[src/design/scan_breakpoint_clustering_top_defines.svh]
// Assertion macros used by the top-level file to check this block.
`ifndef SCAN_BREAKPOINT_CLUSTERING_TOP_DEFINES_SVH
`define SCAN_BREAKPOINT_CLUSTERING_TOP_DEFINES_SVH

// The consequent must hold in the same cycle as the antecedent.
`define SBC_ASSERT_SAME(label, clk, rst_n, ante, cons, msg) \
    label: assert property (@(posedge clk) disable iff (!(rst_n)) (ante) |-> (cons)) \
        else $error(msg);

// The consequent must hold in the cycle after the antecedent.
`define SBC_ASSERT_NEXT(label, clk, rst_n, ante, cons, msg) \
    label: assert property (@(posedge clk) disable iff (!(rst_n)) (ante) |=> (cons)) \
        else $error(msg);

`endif

[src/design/sbc_pkg.sv]
package sbc_pkg;

    localparam int MAX_BEAMS = 1024;
    localparam int BEAM_W = $clog2(MAX_BEAMS);
    localparam int LEN_W = BEAM_W + 1;
    localparam int OUT_BEAM_W = 10;
    localparam int CNT_W = 10;
    localparam int COORD_W = 16;
    localparam int POINT_W = 2 * COORD_W;
    localparam int ROOT_W = 17;
    localparam int SQ_W = 2 * ROOT_W;
    localparam int GAP_W = 15;
    localparam int GAP_SQ_W = 2 * GAP_W;
    localparam int PCT_W = 7;
    localparam int CMP_W = LEN_W + 8;
    localparam int CFG_IDX_W = 2;

    localparam logic [CFG_IDX_W-1:0] CFG_BREAK_GAP = 2'd0;
    localparam logic [CFG_IDX_W-1:0] CFG_DYN_PCT = 2'd1;

    localparam logic [GAP_W-1:0] GAP_RESET = 15'd200;
    localparam logic [PCT_W-1:0] PCT_RESET = 7'd75;
    localparam logic [7:0] PERCENT_SCALE = 8'd100;

    typedef struct packed {
        logic accept;
        logic mul_step;
        logic skip_step;
        logic update;
        logic load_brk;
        logic load_close;
        logic advance;
        logic emit_mul;
        logic sqrt_start;
        logic mid_cap;
        logic out_load;
        logic end_scan;
    } t_dp_cmd;

    typedef struct packed {
        logic skip;
        logic beam_zero;
        logic brk;
        logic closing;
        logic sqrt_done;
        logic out_free;
        logic job_item_last;
        logic job_scan_last;
    } t_dp_sts;

endpackage

[src/design/sbc_ctrl.sv]
module sbc_ctrl (
    input  logic             i_clk,
    input  logic             i_rst_n,
    input  logic             i_in_valid,
    input  sbc_pkg::t_dp_sts i_sts,
    output sbc_pkg::t_dp_cmd o_cmd,
    output logic             o_in_stall
);

    typedef enum logic [7:0] {
        S_IDLE   = 8'b00000001,
        S_MUL    = 8'b00000010,
        S_TEST   = 8'b00000100,
        S_CLOSE  = 8'b00001000,
        S_E_MUL  = 8'b00010000,
        S_E_SQ   = 8'b00100000,
        S_E_WAIT = 8'b01000000,
        S_E_OUT  = 8'b10000000
    } t_state;

    t_state r_state;
    t_state n_state;

    always_comb begin
        n_state = r_state;
        o_cmd = '0;
        unique case (r_state)
            S_IDLE: begin
                if (i_in_valid) begin
                    o_cmd.accept = 1'b1;
                    n_state = S_MUL;
                end
            end
            S_MUL: begin
                o_cmd.mul_step = 1'b1;
                n_state = S_TEST;
            end
            S_TEST: begin
                if (i_sts.skip) begin
                    o_cmd.skip_step = 1'b1;
                    n_state = S_IDLE;
                end else if (!i_sts.beam_zero && i_sts.brk) begin
                    o_cmd.load_brk = 1'b1;
                    n_state = S_E_MUL;
                end else begin
                    o_cmd.update = 1'b1;
                    if (i_sts.closing) begin
                        n_state = S_CLOSE;
                    end else begin
                        o_cmd.advance = 1'b1;
                        n_state = S_IDLE;
                    end
                end
            end
            S_CLOSE: begin
                o_cmd.load_close = 1'b1;
                n_state = S_E_MUL;
            end
            S_E_MUL: begin
                o_cmd.emit_mul = 1'b1;
                n_state = S_E_SQ;
            end
            S_E_SQ: begin
                o_cmd.sqrt_start = 1'b1;
                o_cmd.mid_cap = 1'b1;
                n_state = S_E_WAIT;
            end
            S_E_WAIT: begin
                if (i_sts.sqrt_done) begin
                    n_state = S_E_OUT;
                end
            end
            S_E_OUT: begin
                if (i_sts.out_free) begin
                    o_cmd.out_load = 1'b1;
                    if (i_sts.job_scan_last) begin
                        o_cmd.end_scan = 1'b1;
                        n_state = S_IDLE;
                    end else if (i_sts.job_item_last) begin
                        o_cmd.advance = 1'b1;
                        n_state = S_IDLE;
                    end else begin
                        n_state = S_CLOSE;
                    end
                end
            end
            default: n_state = S_IDLE;
        endcase
    end

    always_ff @(posedge i_clk) begin
        if (!i_rst_n) begin
            r_state <= S_IDLE;
        end else begin
            r_state <= n_state;
        end
    end

    assign o_in_stall = r_state != S_IDLE;

endmodule

[config.mk]
export PLATFORM = sky130hd
export DESIGN_NAME = sbc_ctrl
export DESIGN_NICKNAME = d
export VERILOG_FILES = /design/src/design/scan_breakpoint_clustering_top_defines.svh /design/src/design/sbc_pkg.sv /design/src/design/sbc_ctrl.sv
export SDC_FILE = /design/constraint.sdc
export NUM_CORES = 1
export LEC_CHECK = 0
export ABC_AREA = 1
export BUFFER_PORTS_ARGS = -buffer_cell sky130_fd_sc_hd__buf_2
export CORE_MARGIN = 8
export CORE_UTILIZATION = 52
export CTS_CLUSTER_DIAMETER = 200
export CTS_CLUSTER_SIZE = 24
export DETAILED_ROUTE_END_ITERATION = 8
export HOLD_SLACK_MARGIN = 0.02
export PLACE_DENSITY_LB_ADDON = 0.05
export RECOVER_POWER = 25
export SLEW_MARGIN = 20
export SYNTH_ARGS = -nofsm -noshare
export SYNTH_HDL_FRONTEND = slang
export SYNTH_SLANG_ARGS = --single-unit
[constraint.sdc]
create_clock -name i_clk -period 2.1 [get_ports i_clk]
set_clock_uncertainty 0.1 [all_clocks]
set_input_delay 0.105 -clock i_clk [delete_from_list [all_inputs] [get_ports i_clk]]
set_output_delay 0.105 -clock i_clk [all_outputs]
set_load 0.1 [all_outputs]
== Yosys cells after proc, flatten, opt, wreduce, memory -nomap -nowiden ==
Cells that the tools add are included.
Storage, ports and cells
  bits in registers: 8
  word-level logic and storage cells: 46
Operators by class
  equal/unequal tests: 12
  multiplexer cells: 30
  reduce and logical (&&, ||, !) cells: 3
Operators by type and width (number)
  $pmux W8 S8: 1
  $mux W8: 5
  $mux W1: 15
  $mux W4: 3
  $eq A8 B1 Y1 const B: 1
  $eq A8 B2 Y1 const B: 1
  $eq A8 B3 Y1 const B: 1
  $eq A8 B4 Y1 const B: 1
  $eq A8 B5 Y1 const B: 1
  $eq A8 B6 Y1 const B: 1
  $eq A8 B7 Y1 const B: 1
  $eq A8 B8 Y1 const B: 1
  $mux W2: 4
  $ne A8 B1 Y1 const B: 1
  $ne A2 B2 Y1 const B: 3
  $mux W3: 1
  $reduce_and A3 Y1: 1
  $pmux W1 S2: 1
  $logic_and A1 B1 Y1: 1
  $logic_not A1 Y1: 1

== Depth between registers and ports, before layout ==
  word-level depth: 5
  depth in mapped cells: 10
  depth with buffers taken out: 10

== Least setup slack after synthesis ==
No wires, ideal clock.
  kind: reg2out
  from: register r_state[3]
  to: output port o_cmd[0] in the netlist's numbering
  cell stages (with the launch flop): 6
  path slack: -0.825 ns
  arrival time: 2.720 ns
  path buffers: 0
  cells stage by stage: dfxtp_1 -> inv_2 -> nand2_4 -> nor2_8 -> nand2_4 -> nor3_1
RTL lines
  start, declared: line sbc_ctrl.sv:21  | t_state r_state;
  start signal, assigned: line sbc_ctrl.sv:95  | r_state <= n_state;
  end, declared: line sbc_ctrl.sv:6  | output sbc_pkg::t_dp_cmd o_cmd,

==> reports/metrics.cfg <==
[run_status]
outcome = completed

[global_routing]
grt_pass1_wl_um = 2730
grt_pass1_vias = 675
grt.overflow.total = 0
antenna_found_initial = 0
track_usage_pct = 12.9
grt_max_degree = 9

[critical_path]
crit_type = reg -> out
path_common_cell = nand2_4
cp.arrival_ns = 1.75
cp_data_required_time_ns = 1.89
path_cells = inv_1, nand2_4, nor2_8, nand2_4, nor2_4, nand3_1, o31ai_4, buf_2
critPathSlowestCell = buf_2
endpoint_kind = output pin
cp_max_fo = 6
crit_path_max_incr_delay_ns = 0.45
path_buf_inv = 2
cp_top_family = buffers and inverters
crit_path_start_kind = flip-flop

[layout]
largest_register_ffs = 8
final_cell_mix = buf_2 (23), nand2_1 (20), nor2_1 (18), inv_1 (16), nor2_2 (9)
largest_registers = r_state: 8 flops
syn_to_final_growth_pct = 21.8
nFillCells = 131
n_antenna_cell = 0
final_common_cell = buf_2
drive_above_1_share_pct = 48.1
final_nets = 148
regMostFlops = r_state

[timing]
maxSlewViolCount = 0
whs_ns = 0.0498
period_minus_slack_ns = 1.95
hold_violations = 0
setup_violations = 0
tns_ns = 0
rsz0062_at_grt = false
post-route-worst-setup-slack_ns = 0.146
worstMarginPinSlew_ns = 0.495
maxSlewHeadroom_pct = 67.2
fmax_mhz = 512
post-route-period-util_pct = 93.0

[yosys]
synth_seq_cells = 8
synth_area_um2 = 734
avgSynthCellArea_um2 = 6.68
ys_seq_area_share_pct = 21.8
syn-num-nets = 121
yosysWarnings = 0
synth.area.top_cells = dfxtp_1 (22%), nand2_1 (10%), nor2_1 (9.7%)
synth_area_leader_cell = dfxtp_1
synthDominantCellAreaShare_pct = 21.8
syn_inst = 110
synth.distinct_cells = 22

[pwr]
p_per_area_mw_per_mm2 = 634
peakVddDrop_mv = 0.609
power.leakage_nw = 0.517
switching_share_pct = 48.3
seqPwrFrac_pct = 30.0
pwr-share-clk_pct = 22.0
p_switching_mw = 0.274
p_total_mw = 0.567
power.internal_mw = 0.293
comb_power_share_pct = 48.0

[drt]
drt_iter0_drc = 14
routed_wl_um = 1620
viasPerCell = 4.74
dr_total_vias = 711
drcViolationCount = 0
wl_per_cell_um = 10.8
dr.pass1.iters = 2
antenna_left = 0

[run]
maxCapViolations = 0

[clock_network]
post-cts-setup-buffers = 0
cts_resized = 0
clockRootBuffer = clkbuf_4
clkSinkCount = 8
cts_tree = yes
cts_hold_buf = 0
cts_buffers = 3
clkLatencyLatePin_ns = 0.26
clkSlewWorstSetupHoldPaths_ns = 0.06
cts_htree_levels = 1
cts_max_path_buffers = 2

[placement]
place_ws_ns = 0.413
hpwl_um = 1410
gp_congestion = 0.849
portBuffers = 23

[floorplan]
core-area_mm2 = 0.00132
fp.dieArea_mm2 = 0.00287
rows = 13
die_x_um = 53.6
die_height_um = 53.6
start_util_pct = 55.7
io_pins = 24

[min_path]
hold_path.class = in -> reg

## cell families (layout without fill, tap and decap cells)
logic type,count (synthesis),after routing,share of synthesized area [%]
flip-flops,8,8,21.8
buffers and inverters,23,48,12.6
AO/OA/AOI/OAI,5,5,4.60
AND/OR/NAND/NOR,74,74,61.0
## power by group through the flow
| stage | clock [mW] | combinational, mW | sequential (mW) |
|---|---|---|---|
| finish | 0.125 | 0.272 | 0.170 |
| global route | 0.135 | 0.293 | 0.172 |
| CTS | 0.126 | 0.280 | 0.170 |
| detailed placement | 0 | 0.279 | 0.174 |
| global placement | 0 | 0.277 | 0.173 |
| floorplan | 0 | 0.237 | 0.171 |
## cells in the mapped netlist
master and instances:
nor2_8 1, nand3_1 2, a31oi_1 1, nor2_4 5, nor2_1 19, o21ai_1 1, nand2_1 20, nand4_1 2
inv_2 5, nor4_2 1, o31ai_2 1, a21oi_1 1, nor3_1 1, o21ai_0 1, nand2_4 6, nand3_2 3
inv_1 16, buf_4 1, nor2_2 7, nand2_2 7, inv_4 1, dfxtp_1 8
## layer usage
layer | part of all wire (%) | GRT usage, % | wire [µm] | vias to the layer above
met5 | 0 | 0 | 0 | -
met1 | 44 | 14.1 | 712 | 310
met2 | 49 | 21.9 | 793 | 15
met4 | 2.6 | 7.56 | 42 | 0
met3 | 4.6 | 3.58 | 75 | 5
li1 | - | - | - | 381
## worst register-to-register path: cells and delay by family, from the launching register on
| family | cells | cell delay (ns) |
|---|---|---|
| AOI/OAI and AO/OA | 1 | 0.06 |
| buffers and inverters | 1 | 0.10 |
| and+or+nand+nor | 6 | 0.74 |
| DFF | 1 | 0.32 |
## path summary, 6_finish.rpt
path	to	depth (start not counted)	startpoint	slack (ns)
min	r_state[6]$_SDFFE_PN0P_	4	i_sts[3]	0.05
min reg2reg	r_state[5]$_SDFFE_PN0P_	4	r_state[4]$_SDFFE_PN0P_	0.49
max reg2reg	r_state[7]$_SDFFE_PN0P_	8	r_state[0]$_SDFFE_PN1P_	0.67
max	o_cmd[5]	8	r_state[0]$_SDFFE_PN1P_	0.15
## cell type report
cell class / instances / area [µm²] / area share (%)
Tap cell: 15 / 18.8 / 2.10
Clock buffer: 3 / 22.5 / 2.52
Multi-Input combinational cell: 79 / 493 / 55.1
Timing Repair Buffer: 23 / 115 / 12.9
Sequential cell: 8 / 160 / 17.9
Inverter: 22 / 85.1 / 9.51
## through the flow
step | utilization (%) | cell area, µm² | std cells
final | 67.9 | 895 | 150
after CTS | 69.0 | 910 | 150
after floorplan | - | 761 | 110
after global placement | 67.3 | 887 | 147
after global routing | 67.9 | 895 | 150
after detailed placement | 67.3 | 887 | 147
(Power assumes the default switching activity.)
